`config.mk`:
```
export PLATFORM = sky130hd
export DESIGN_NAME = sensor_zero_auto_calibration
export DESIGN_NICKNAME = d
export VERILOG_FILES = /design/src/rtl/szac_pkg.sv /design/src/rtl/sensor_zero_auto_calibration.sv
export VERILOG_INCLUDE_DIRS = /design/src /design/src/rtl
export SDC_FILE = /design/constraint.sdc
export NUM_CORES = 1
export LEC_CHECK = 0
export BUFFER_PORTS_ARGS = -buffer_cell sky130_fd_sc_hd__buf_4
export CORE_MARGIN = 3
export CORE_UTILIZATION = 35
export CTS_CLUSTER_DIAMETER = 150
export DETAILED_ROUTE_END_ITERATION = 10
export PLACE_DENSITY = 0.62
export SLEW_MARGIN = 20
export SYNTH_ARGS = -nofsm -noshare
export SYNTH_HDL_FRONTEND = slang
export SYNTH_SLANG_ARGS = --single-unit
```
`constraint.sdc`:
```
create_clock -name i_clk -period 10.2 [get_ports i_clk]
set_input_delay 0.51 -clock i_clk [delete_from_list [all_inputs] [get_ports i_clk]]
set_output_delay 0.51 -clock i_clk [all_outputs]
set_load 0.01 [all_outputs]
```
`src/rtl/sensor_zero_auto_calibration_defines.svh`:
```
// assertion macros for the sensor zero auto-calibration block
// no dependencies; included by files that carry concurrent assertions
`ifndef SENSOR_ZERO_AUTO_CALIBRATION_DEFINES_SVH
`define SENSOR_ZERO_AUTO_CALIBRATION_DEFINES_SVH

`ifndef SYNTHESIS
`define SZAC_ASSERT(label, clk, rst_n, prop, msg) \
    label: assert property (@(posedge clk) disable iff (!(rst_n)) (prop)) else $error(msg);
`define SZAC_NEVER(label, clk, rst_n, prop, msg) \
    `SZAC_ASSERT(label, clk, rst_n, !(prop), msg)
`else
`define SZAC_ASSERT(label, clk, rst_n, prop, msg)
`define SZAC_NEVER(label, clk, rst_n, prop, msg)
`endif

`endif

```
`src/rtl/szac_pkg.sv`:
```
// shared constants for the sensor zero auto-calibration block
// no dependencies
package szac_pkg;

    localparam int KIND_W     = 2;
    localparam int EVENT_W    = 2;
    localparam int MODE_W     = 2;
    localparam int ZP_W       = 16;
    localparam int CENTER_W   = 32;
    localparam int FRAC_W     = 4;
    localparam int CFG_IDX_W  = 3;
    localparam int CFG_DATA_W = 16;
    localparam int OUT_DW     = ((EVENT_W + MODE_W + ZP_W + CENTER_W + 7) / 8) * 8;

    // input kinds
    localparam logic [KIND_W-1:0] KIND_SAMPLE = 2'd0;
    localparam logic [KIND_W-1:0] KIND_START  = 2'd1;
    localparam logic [KIND_W-1:0] KIND_STOP   = 2'd2;

    // phases, also reported as mode
    localparam logic [MODE_W-1:0] PH_IDLE = 2'd0;
    localparam logic [MODE_W-1:0] PH_CAL  = 2'd1;
    localparam logic [MODE_W-1:0] PH_RUN  = 2'd2;
    localparam logic [MODE_W-1:0] PH_ERR  = 2'd3;

    // events
    localparam logic [EVENT_W-1:0] EV_NONE    = 2'd0;
    localparam logic [EVENT_W-1:0] EV_DONE    = 2'd1;
    localparam logic [EVENT_W-1:0] EV_TIMEOUT = 2'd2;

    // register indexes
    localparam logic [CFG_IDX_W-1:0] REG_WINDOW_LOW   = 3'd0;
    localparam logic [CFG_IDX_W-1:0] REG_WINDOW_HIGH  = 3'd1;
    localparam logic [CFG_IDX_W-1:0] REG_REJECT_LIMIT = 3'd2;
    localparam logic [CFG_IDX_W-1:0] REG_REQUIRED     = 3'd3;
    localparam logic [CFG_IDX_W-1:0] REG_TIMEOUT      = 3'd4;
    localparam logic [CFG_IDX_W-1:0] REG_DEFAULT_ZERO = 3'd5;

    // register reset values
    localparam int RST_REJECT_LIMIT = 10;
    localparam int RST_REQUIRED     = 100;
    localparam int RST_TIMEOUT      = 1000;

endpackage

```
`src/rtl/sensor_zero_auto_calibration.sv`:
```
// sensor zero auto-calibration: sample windowing, reject runs, averaging
// a start, stop or non-completing sample beat goes straight to the output register; the beat that completes
// calibration runs the restoring divider, one quotient bit per cycle, then waits in write-back for a free output
// register; one beat at a time
// synchronous active-low reset: idle phase, counters and sum cleared, registers at reset values
// depends on szac_pkg and sensor_zero_auto_calibration_defines.svh
`include "sensor_zero_auto_calibration_defines.svh"

module sensor_zero_auto_calibration
    import szac_pkg::*;
#(
    parameter int ADC_BITS   = 12,
    parameter int COUNT_BITS = 16
) (
    input  logic                                       i_clk,
    input  logic                                       i_rst_n,
    // tdata: angle_reading [ADC_BITS-1:0], encoder_count [ADC_BITS+31:ADC_BITS], zero pad
    input  logic [((ADC_BITS + CENTER_W + 7) / 8) * 8 - 1:0] i_s_tdata,
    // tuser: kind [1:0]
    input  logic [KIND_W-1:0]                          i_s_tuser,
    input  logic                                       i_s_tvalid,
    output logic                                       o_s_tready,
    // tdata: event_res [1:0], mode [3:2], zero_point [19:4], center_position [51:20], pad
    output logic [OUT_DW-1:0]                          o_m_tdata,
    output logic                                       o_m_tvalid,
    input  logic                                       i_m_tready,
    input  logic                                       i_cfg_valid,
    output logic                                       o_cfg_ready,
    input  logic [CFG_IDX_W-1:0]                       i_cfg_index,
    input  logic [CFG_DATA_W-1:0]                      i_cfg_data
);

    localparam int SUM_W  = ADC_BITS + COUNT_BITS;
    localparam int Q_W    = SUM_W + FRAC_W;
    localparam int STEP_W = $clog2(Q_W);

    localparam logic [1:0] S_IDLE = 2'd0;
    localparam logic [1:0] S_DIV  = 2'd1;
    localparam logic [1:0] S_WB   = 2'd2;

    function automatic logic [COUNT_BITS-1:0] sat_inc(input logic [COUNT_BITS-1:0] v);
        return (&v) ? v : v + 1'b1;
    endfunction

    // configuration registers
    logic [ADC_BITS-1:0]   r_window_low, r_window_high, r_default_zero;
    logic [COUNT_BITS-1:0] r_reject_limit, r_required, r_timeout;

    // block state
    logic [1:0]            r_state, n_state;
    logic [MODE_W-1:0]     r_phase, n_phase;
    logic [COUNT_BITS-1:0] r_elapsed, n_elapsed;
    logic [COUNT_BITS-1:0] r_valid_cnt, n_valid_cnt;
    logic [COUNT_BITS-1:0] r_reject_run, n_reject_run;
    logic [SUM_W-1:0]      r_sum, n_sum;
    logic [ZP_W-1:0]       r_learned, n_learned;
    logic                  r_have_learned, n_have_learned;
    logic [CENTER_W-1:0]   r_center, n_center;

    // divider
    logic [Q_W-1:0]        r_acc, n_acc;
    logic [COUNT_BITS-1:0] r_rem, n_rem;
    logic [COUNT_BITS-1:0] r_div, n_div;
    logic [STEP_W-1:0]     r_step, n_step;

    // output register
    logic                  r_out_valid, n_out_valid;
    logic [EVENT_W-1:0]    r_out_event, n_out_event;
    logic [MODE_W-1:0]     r_out_mode, n_out_mode;
    logic [ZP_W-1:0]       r_out_zp, n_out_zp;
    logic [CENTER_W-1:0]   r_out_center, n_out_center;

    logic                  in_beat, out_free;
    logic [KIND_W-1:0]     kind;
    logic [ADC_BITS-1:0]   reading;
    logic [CENTER_W-1:0]   encoder;
    logic                  in_win;
    logic [COUNT_BITS-1:0] el_inc, vc_upd, rr_upd;
    logic [SUM_W-1:0]      sum_upd;
    logic [31:0]           dz_wide;
    logic [ZP_W-1:0]       zp_cur, quo_sat;
    logic [COUNT_BITS:0]   rem_sh, rem_diff;
    logic                  rem_ge;

    assign kind    = i_s_tuser;
    assign reading = i_s_tdata[ADC_BITS-1:0];
    assign encoder = i_s_tdata[ADC_BITS+CENTER_W-1:ADC_BITS];

    assign out_free   = !r_out_valid || i_m_tready;
    assign o_s_tready = (r_state == S_IDLE) && out_free;
    assign in_beat    = i_s_tvalid && o_s_tready;
    assign o_cfg_ready = 1'b1;

    assign dz_wide = 32'(r_default_zero) << FRAC_W;
    assign zp_cur  = r_have_learned ? r_learned : dz_wide[ZP_W-1:0];

    // sample update
    assign in_win  = (reading >= r_window_low) && (reading <= r_window_high);
    assign el_inc  = sat_inc(r_elapsed);
    assign rr_upd  = in_win ? '0 : sat_inc(r_reject_run);
    always_comb begin
        if (in_win) begin
            sum_upd = r_sum + SUM_W'(reading);
            vc_upd  = sat_inc(r_valid_cnt);
        end else if (rr_upd >= r_reject_limit) begin
            sum_upd = '0;
            vc_upd  = '0;
        end else begin
            sum_upd = r_sum;
            vc_upd  = r_valid_cnt;
        end
    end

    // restoring divider step
    assign rem_sh   = {r_rem, r_acc[Q_W-1]};
    assign rem_ge   = rem_sh >= {1'b0, r_div};
    assign rem_diff = rem_sh - {1'b0, r_div};
    always_comb begin
        if (r_div == '0) begin
            quo_sat = '0;
        end else if (|r_acc[Q_W-1:ZP_W]) begin
            quo_sat = '1;
        end else begin
            quo_sat = r_acc[ZP_W-1:0];
        end
    end

    always_comb begin
        n_state        = r_state;
        n_phase        = r_phase;
        n_elapsed      = r_elapsed;
        n_valid_cnt    = r_valid_cnt;
        n_reject_run   = r_reject_run;
        n_sum          = r_sum;
        n_learned      = r_learned;
        n_have_learned = r_have_learned;
        n_center       = r_center;
        n_acc          = r_acc;
        n_rem          = r_rem;
        n_div          = r_div;
        n_step         = r_step;
        n_out_valid    = r_out_valid && !i_m_tready;
        n_out_event    = r_out_event;
        n_out_mode     = r_out_mode;
        n_out_zp       = r_out_zp;
        n_out_center   = r_out_center;
        unique case (r_state)
            S_IDLE: begin
                if (in_beat) begin
                    n_out_valid  = 1'b1;
                    n_out_event  = EV_NONE;
                    n_out_zp     = zp_cur;
                    n_out_center = r_center;
                    n_out_mode   = r_phase;
                    priority if (kind == KIND_START || kind == KIND_STOP) begin
                        n_elapsed    = '0;
                        n_valid_cnt  = '0;
                        n_reject_run = '0;
                        n_sum        = '0;
                        n_phase      = (kind == KIND_START) ? PH_CAL : PH_IDLE;
                        n_out_mode   = n_phase;
                    end else if (kind == KIND_SAMPLE && r_phase == PH_CAL) begin
                        n_elapsed    = el_inc;
                        n_valid_cnt  = vc_upd;
                        n_reject_run = rr_upd;
                        n_sum        = sum_upd;
                        if (vc_upd >= r_required) begin
                            n_phase     = PH_RUN;
                            n_center    = encoder;
                            n_acc       = {sum_upd, {FRAC_W{1'b0}}};
                            n_rem       = '0;
                            n_div       = vc_upd;
                            n_step      = STEP_W'(Q_W - 1);
                            n_state     = S_DIV;
                            n_out_valid = r_out_valid && !i_m_tready;
                        end else if (el_inc >= r_timeout) begin
                            n_phase     = PH_ERR;
                            n_out_mode  = PH_ERR;
                            n_out_event = EV_TIMEOUT;
                        end
                    end else begin
                    end
                end
            end
            S_DIV: begin
                n_acc = {r_acc[Q_W-2:0], rem_ge};
                n_rem = rem_ge ? rem_diff[COUNT_BITS-1:0] : rem_sh[COUNT_BITS-1:0];
                n_step = r_step - 1'b1;
                if (r_step == '0) begin
                    n_state = S_WB;
                end
            end
            S_WB: begin
                if (out_free) begin
                    n_learned      = quo_sat;
                    n_have_learned = 1'b1;
                    n_out_valid    = 1'b1;
                    n_out_event    = EV_DONE;
                    n_out_mode     = r_phase;
                    n_out_zp       = quo_sat;
                    n_out_center   = r_center;
                    n_state        = S_IDLE;
                end
            end
            default: begin
                n_state = S_IDLE;
            end
        endcase
    end

    always_ff @(posedge i_clk) begin
        if (!i_rst_n) begin
            r_state        <= S_IDLE;
            r_phase        <= PH_IDLE;
            r_elapsed      <= '0;
            r_valid_cnt    <= '0;
            r_reject_run   <= '0;
            r_sum          <= '0;
            r_learned      <= '0;
            r_have_learned <= 1'b0;
            r_center       <= '0;
            r_out_valid    <= 1'b0;
        end else begin
            r_state        <= n_state;
            r_phase        <= n_phase;
            r_elapsed      <= n_elapsed;
            r_valid_cnt    <= n_valid_cnt;
            r_reject_run   <= n_reject_run;
            r_sum          <= n_sum;
            r_learned      <= n_learned;
            r_have_learned <= n_have_learned;
            r_center       <= n_center;
            r_out_valid    <= n_out_valid;
        end
    end

    always_ff @(posedge i_clk) begin
        r_acc        <= n_acc;
        r_rem        <= n_rem;
        r_div        <= n_div;
        r_step       <= n_step;
        r_out_event  <= n_out_event;
        r_out_mode   <= n_out_mode;
        r_out_zp     <= n_out_zp;
        r_out_center <= n_out_center;
    end

    // configuration writes
    always_ff @(posedge i_clk) begin
        if (!i_rst_n) begin
            r_window_low   <= '0;
            r_window_high  <= '1;
            r_default_zero <= {1'b1, {(ADC_BITS-1){1'b0}}};
            r_reject_limit <= COUNT_BITS'(RST_REJECT_LIMIT);
            r_required     <= COUNT_BITS'(RST_REQUIRED);
            r_timeout      <= COUNT_BITS'(RST_TIMEOUT);
        end else if (i_cfg_valid) begin
            unique case (i_cfg_index)
                REG_WINDOW_LOW:   r_window_low   <= i_cfg_data[ADC_BITS-1:0];
                REG_WINDOW_HIGH:  r_window_high  <= i_cfg_data[ADC_BITS-1:0];
                REG_REJECT_LIMIT: r_reject_limit <= i_cfg_data[COUNT_BITS-1:0];
                REG_REQUIRED:     r_required     <= i_cfg_data[COUNT_BITS-1:0];
                REG_TIMEOUT:      r_timeout      <= i_cfg_data[COUNT_BITS-1:0];
                REG_DEFAULT_ZERO: r_default_zero <= i_cfg_data[ADC_BITS-1:0];
                default: begin
                end
            endcase
        end
    end

    assign o_m_tvalid = r_out_valid;
    assign o_m_tdata  = OUT_DW'({r_out_center, r_out_zp, r_out_mode, r_out_event});

    `SZAC_ASSERT(a_div_in_run, i_clk, i_rst_n,
        (r_state != S_IDLE) |-> (r_phase == PH_RUN), "divider busy outside running phase")
    `SZAC_ASSERT(a_done_mode, i_clk, i_rst_n,
        (o_m_tvalid && r_out_event == EV_DONE) |-> (r_out_mode == PH_RUN),
        "done event without running mode")
    `SZAC_ASSERT(a_timeout_mode, i_clk, i_rst_n,
        (o_m_tvalid && r_out_event == EV_TIMEOUT) |-> (r_out_mode == PH_ERR),
        "timeout event without error mode")
    `SZAC_NEVER(a_learned_kept, i_clk, i_rst_n, $fell(r_have_learned),
        "learned zero lost")
    `SZAC_ASSERT(a_div_end, i_clk, i_rst_n,
        (r_state == S_DIV && r_step == '0) |=> (r_state == S_WB),
        "divider did not hand over to write-back")

endmodule
```
[Yosys cells after proc, flatten, opt, wreduce, memory -nomap -nowiden]
Index checks and enable logic that the tools add are counted.
Word-level totals
  bits of input ports: 74
  output and inout bits: 59
  register bits: 335
  word-level logic and storage cells: 158
Cells by class
  eq/ne operators: 16
  bitwise gates (word level): 1
  order comparisons: 6
  reduce and logical (&&, ||, !) cells: 33
  multiplexer cells: 72
  add/sub/neg operators: 6
Operators with widths (number)
  16-bit 2-to-1 mux: 22
  32-bit 2-to-1 mux: 6
  32-bit case mux with 2 select lines: 2
  28-bit 2-to-1 mux: 4
  16-bit case mux with 2 select lines: 2
  16-bit by 1-bit adder with 16-bit output, second input constant: 3
  16-bit >= comparator: 3
  16-bit AND reduction: 3
  2-bit 2-to-1 mux: 21
  28-bit by 12-bit adder with 28-bit output: 1
  5-bit 2-to-1 mux: 4
  17-bit by 16-bit >= comparator with 1-bit output: 1
  16-bit logical NOT: 1
  16-bit OR reduction: 1
  16-bit subtractor: 1
  2-bit AND reduction: 7
  12-bit >= comparator: 1
  12-bit <= comparator: 1
  5-bit case mux with 2 select lines: 1
  5-bit AND reduction: 2
  2-bit inequality test, second input constant: 4
  2-bit case mux with 2 select lines: 2
  2-bit by 1-bit == test with 1-bit output, second input constant: 3
  3-bit by 2-bit == test with 1-bit output, second input constant: 2
  other kinds (18): 36

[Logic depth before layout (Yosys ltp)]
  depth in word-level cells: 12
  depth in mapped cells: 32
  mapped depth without buffers: 25

[Worst setup path after synthesis]
OpenSTA, ideal clock, no wires.
  path type: input-to-reg
  start: input i_s_tdata[1]
  end: register r_acc[0] (enable)
  data required time: 9.781 ns
  path buffers: 6
  path slack: 3.358 ns
  arrival: 6.422 ns
  setup time: 0.419 ns
  cell stages on the path: 29
  cells stage by stage: ha_1 > nor2b_1 > o211ai_1 > a211oi_2 > o31a_1 > nor2_1 > buf_4 > buf_4 > buf_2 > nor2_1 > ha_1 > and2_1 > o21ai_0 > o21ai_0 > o31a_1 > o22ai_2 > buf_4 > buf_2 > nand2_1 > mux2i_1 > ha_1 > o21ai_0 > a21oi_1 > o311ai_0 > o21ai_0 > a41oi_1 > a21boi_1 > buf_2 > nand2b_1
Between the ends
  cells in the longest elaborated chain, start to end: 9
  elaborated cells on any way between the ends: 10
  those cells by class: order compare: 4; eq/ne: 1; mux: 3; reduce/logical: 2
Ends and longest elaborated chain
  from (decl): line sensor_zero_auto_calibration.sv:18  | input logic [((ADC_BITS + CENTER_W + 7) / 8) * 8 - 1:0] i_s_tdata,
  12-bit >= comparator / 12-bit <= comparator (equally long branches): line sensor_zero_auto_calibration.sv:98  | assign in_win = (reading >= r_window_low) && (reading <= r_window_high);
  1-bit logical AND *: line sensor_zero_auto_calibration.sv:98
  16-bit 2-to-1 mux: line sensor_zero_auto_calibration.sv:100  | assign rr_upd = in_win ? '0 : sat_inc(r_reject_run);
  16-bit >= comparator: line sensor_zero_auto_calibration.sv:105  | end else if (rr_upd >= r_reject_limit) begin
  16-bit 2-to-1 mux: line sensor_zero_auto_calibration.sv:105
  16-bit 2-to-1 mux *: line sensor_zero_auto_calibration.sv:102  | if (in_win) begin
  named net vc_upd[6]: line sensor_zero_auto_calibration.sv:78  | logic [COUNT_BITS-1:0] el_inc, vc_upd, rr_upd;
  16-bit >= comparator *: line sensor_zero_auto_calibration.sv:167  | if (vc_upd >= r_required) begin
  2-bit by 1-bit inequality test with 1-bit output (no source line) *
  5-bit AND reduction (no source line) *
  to (signal assigned): line sensor_zero_auto_calibration.sv:238  | r_acc <= n_acc;
  to (decl): line sensor_zero_auto_calibration.sv:61  | logic [Q_W-1:0] r_acc, n_acc;
Mark *: on every way through the listed nets, which the timed path passes. The rest lies on a longest branch.
A chain may end at the register's enable or synchronous reset.

[Worst setup path in the final report]
  start: register r_reject_run[0]
  end: register r_acc[6] (enable)
Between the ends
  cells in the longest elaborated chain, start to end: 9
  elaborated cells on any way between the ends: 10
  those cells by class: add/sub: 1; order compare: 2; eq/ne: 1; mux: 4; reduce/logical: 2
Ends and longest elaborated chain
  from (decl): line sensor_zero_auto_calibration.sv:54  | logic [COUNT_BITS-1:0] r_reject_run, n_reject_run;
  from (signal assigned): line sensor_zero_auto_calibration.sv:228  | r_reject_run <= n_reject_run;
  16-bit by 1-bit adder with 16-bit output / 16-bit AND reduction (equally long branches): line sensor_zero_auto_calibration.sv:42  | return (&v) ? v : v + 1'b1;
  16-bit 2-to-1 mux *: line sensor_zero_auto_calibration.sv:42
  16-bit 2-to-1 mux *: line sensor_zero_auto_calibration.sv:100
  16-bit >= comparator *: line sensor_zero_auto_calibration.sv:105
  16-bit 2-to-1 mux *: line sensor_zero_auto_calibration.sv:105
  16-bit 2-to-1 mux *: line sensor_zero_auto_calibration.sv:102
  named net vc_upd[9]: line sensor_zero_auto_calibration.sv:78
  16-bit >= comparator *: line sensor_zero_auto_calibration.sv:167
  2-bit by 1-bit inequality test with 1-bit output (no source line) *
  5-bit AND reduction (no source line) *
Marks and branches as above.

==> metrics <==
multi-input logic area just under 9000 um2; Worst EP arrival between 7000 and 8000 ps; Pwr per Cell Area 149 nW/um2; DR WL/cell about 17 um; Fillers ~4.8k; DR DRC count 0; crit-path cells ha_1 > nand3_1 > nor4_4 > nand2b_1 > and2_0 > nand3_1 > xor2_1 > nor2_1 > ha_1 > and4_1 > a221oi_1 > o21ai_1 > o22ai_2 > nand2_1 > o21ai_0 > ha_1 > a21o_1 > a21o_1 > a21oi_1 > o21ai_0 > a41oi_1 > a21boi_4 > nand2b_2 > buf_4; final WL between 40000 and 50000 um; clock sink count ~340; Cell Area, Synth 17500 um2; Clock transition at path regs 60 ps; Hold Vio Cnt, Final 0; clock root buffer clkbuf_16; mean post-synth cell area around 8.9 um2; r2r setup slk around 2700 ps; initial antenna violation count 0; worst reg2reg path startpoint r_reject_run[0]; FF+latch count, synth approximately 340; clk_skew around 33 ps; Hold Path Class in -> reg; Fin Setup TNS 0 ps; final worst slack ~2700 ps; slowest stage cell, crit path o22ai_2; Crit path largest cell delay 860 ps; DIE HEIGHT between 200 and 250 um; Worst Reg2Reg Path Length in Cells 24; P_leak a little under 8 nW; row cnt 81; crit path to r_acc[6]; CTS max path bufs 3; Crit path max-delay family compound AO/OA/AOI/OAI gates; CP Max Fanout 30; via count approximately 14k; r2r endpoint r_acc[6]; diode count 0; post-CTS sizing 0; Final Max Tran Viols 0; Most used DFF post-synth dfxtp_1; Post-CTS Setup Bufs 0; CTS tree done; worst hold stages 3; CP bufs+invs 1; Initial Util 0.356; Setup CP Type reg -> reg; RSZ-0062 raised after global routing no; cts bufs inserted 40; core area slightly below 50000 um2; GRT Total Usage 0.173; IO Port Bufs around 120; number of global-route vias before repair approximately 14k; largest net degree at the start of global routing slightly above 80; Critical Path Stages 24; H-tree level count 2; Synth cell types 85; Layout Utilization 0.412; YS warnings 0; FF/Latch Area slightly below 8000 um2; Crit. Startpoint r_reject_run[0]; ANT nets after route 0; status complete, no violations; CP startpoint kind flop; ys async rst share 0; Worst slew margin 0.268; final number of setup-violating endpoints 0; Worst Tran Pin Value ~1100 ps; RD Place Congestion about 0.86; layout cells sized above 1 0.127; Gate Count Post-Synth 1958; synthesis-to-layout area growth 15.8%; MaxCap Viol Count 0; die area about 53000 um2; # IOs 133; CTS Hold Bufs 0; Detailed Route Iter0 Violations between 800 and 900; Die X between 200 and 250 um; Critical Path RT between 10000 and 15000 ps; Top cell by count, worst path ha_1; VDD IR-drop max 0.0923 mV; Place WS about 2500 ps; Final Cycle Share 0.735; hpwl dp about 33000 um; Congestion Overflow GR 0; fmax between 0.1 and 0.15 GHz; global-route wire length before repair between 70000 and 80000 um; Worst Setup End Kind flop; Worst-Skew Late Latency between 500 and 600 ps; sequential share of the synthesized area 0.452; Final Critical Period around 7500 ps; drt pass-1 iters 6; number of synthesized flops with an enable pin 121; Vias/cell roughly 5.3; Post-layout nets roughly 2.2k
synthesized netlist by cell type (all sizes together) (5+ instances only):
master  count  area (um2)
nand3      92         473
o31ai      12         123
nor3       37         211
nand2     287        1080
nor2b      24         150
edfxtp    121        3630
mux2       12         135
a22o       18         158
a21oi     165         841
mux2i      25         250
a22oi      11        82.6
nor2      129         497
buf        38         215
or2         5        31.3
nand4      32         200
o31a        6        52.6
o21a       10        75.1
and2       21         131
o211ai     30         225
a21o       23         173
or3        17         116
and4        7        66.3
clkbuf     67         251
a211oi     23         198
inv       114         428
nor4       15         109
nand2b     27         176
a41oi       7        76.3
ha        106        1330
o21ai     122         622
a31oi      36         225
and3       22         138
dfxtp     214        4280
xnor2      21         184
xor2       18         158
placed cells by master (no fill, tap or decap), drive strengths merged, types with 12 or more instances in the layout:
master | synthesis | final
xnor2 | 21 | 21
edfxtp | 121 | 121
o211ai | 30 | 30
a31oi | 36 | 36
o21ai | 122 | 122
and3 | 22 | 22
buf | 38 | 138
nand4 | 32 | 32
a211oi | 23 | 23
mux2 | 12 | 12
clkbuf | 67 | 57
nand2 | 287 | 287
or3 | 17 | 17
o31ai | 12 | 12
nand2b | 27 | 27
a21oi | 165 | 165
nand3 | 92 | 92
mux2i | 25 | 25
xor2 | 18 | 18
nor4 | 15 | 15
nor2 | 129 | 129
nor3 | 37 | 37
ha | 106 | 106
inv | 114 | 115
and2 | 21 | 21
a22o | 18 | 18
nor2b | 24 | 24
a21o | 23 | 23
dfxtp | 214 | 214
layout make-up:
class                   instances  area share
multi-input cells            1407       0.431
clock buffers                  57      0.0571
repair buffers                138      0.0511
inverters                     114      0.0211
well taps                     664      0.0410
flip-flops and latches        335       0.391
clock inverters                16     0.00754
logic make-up (layout without fill, tap and decap cells):
| group | count (synthesis) | after routing | share of synthesized area |
|---|---|---|---|
| simple gates | 722 | 722 | 0.196 |
| compound gates | 496 | 496 | 0.180 |
| flops | 335 | 335 | 0.452 |
| buf+inv | 219 | 325 | 0.0511 |
| fa+ha+maj | 108 | 108 | 0.0781 |
| xor+xnor | 39 | 39 | 0.0195 |
| mux | 37 | 37 | 0.0220 |
| other cells | 2 | 5 | 0.000429 |
routing by layer:
layer  global-route usage  vias up  wire length, um
met1                0.221     6865            20600
met5                    0        -                0
met3               0.0331       88             2450
li1                     -     7163                -
met2                0.292      343            22200
met4               0.0598        0             1410
how the worst min path moves through the flow:
stage	startpoint	slack, ps	to
2_1_floorplan	r_center[0]	410	r_out_center[0]
3_3_place_gp	r_center[5]	410	r_out_center[5]
3_5_place_dp	r_center[24]	410	r_out_center[24]
4_1_cts	i_s_tdata[25]	140	r_center[13]
5_1_grt	i_s_tdata[38]	160	r_center[26]
6_report	i_s_tdata[38]	170	r_center[26]
metrics by stage:
stage	instances	cell area, um2	total power, mW	hold WS [ps]
floorplan	1961	17500	1.54	408
global placement	2658	18900	1.61	412
detailed placement	2658	18900	1.62	414
CTS	2731	20300	3.04	139
global route	2731	20300	3.12	160
finish	2731	20300	3.01	174
sequential cells by signal, summed over array words and instances (netlist names), 2 cells and up:
| register | cells |
|---|---|
| r_elapsed | 16 |
| r_learned | 16 |
| r_window_high | 12 |
| r_valid_cnt | 16 |
| r_rem | 16 |
| r_state | 2 |
| r_out_mode | 2 |
| r_reject_run | 16 |
| r_center | 32 |
| r_div | 16 |
| r_step | 5 |
| r_out_center | 32 |
| r_phase | 2 |
| r_window_low | 12 |
| r_out_zp | 16 |
| r_acc | 32 |
| r_sum | 28 |
| r_out_event | 2 |
| r_required | 16 |
| r_timeout | 16 |
| r_default_zero | 12 |
| r_reject_limit | 16 |
tightest hold or removal path: cells and delay by family:
kind                   cells  cell delay (ps)
buffers and inverters      1               70
and+or+nand+nor            1               50
AOI/OAI and AO/OA          1               60
where the power goes:
part | leakage (nW) | internal [mW] | switching, mW
registers | 2.83 | 1.40 | 0.00731
logic | 4.43 | 0.0656 | 0.119
clock network | 0.639 | 0.844 | 0.575
total | 7.90 | 2.31 | 0.701
Power figures use the tool's default switching activity.
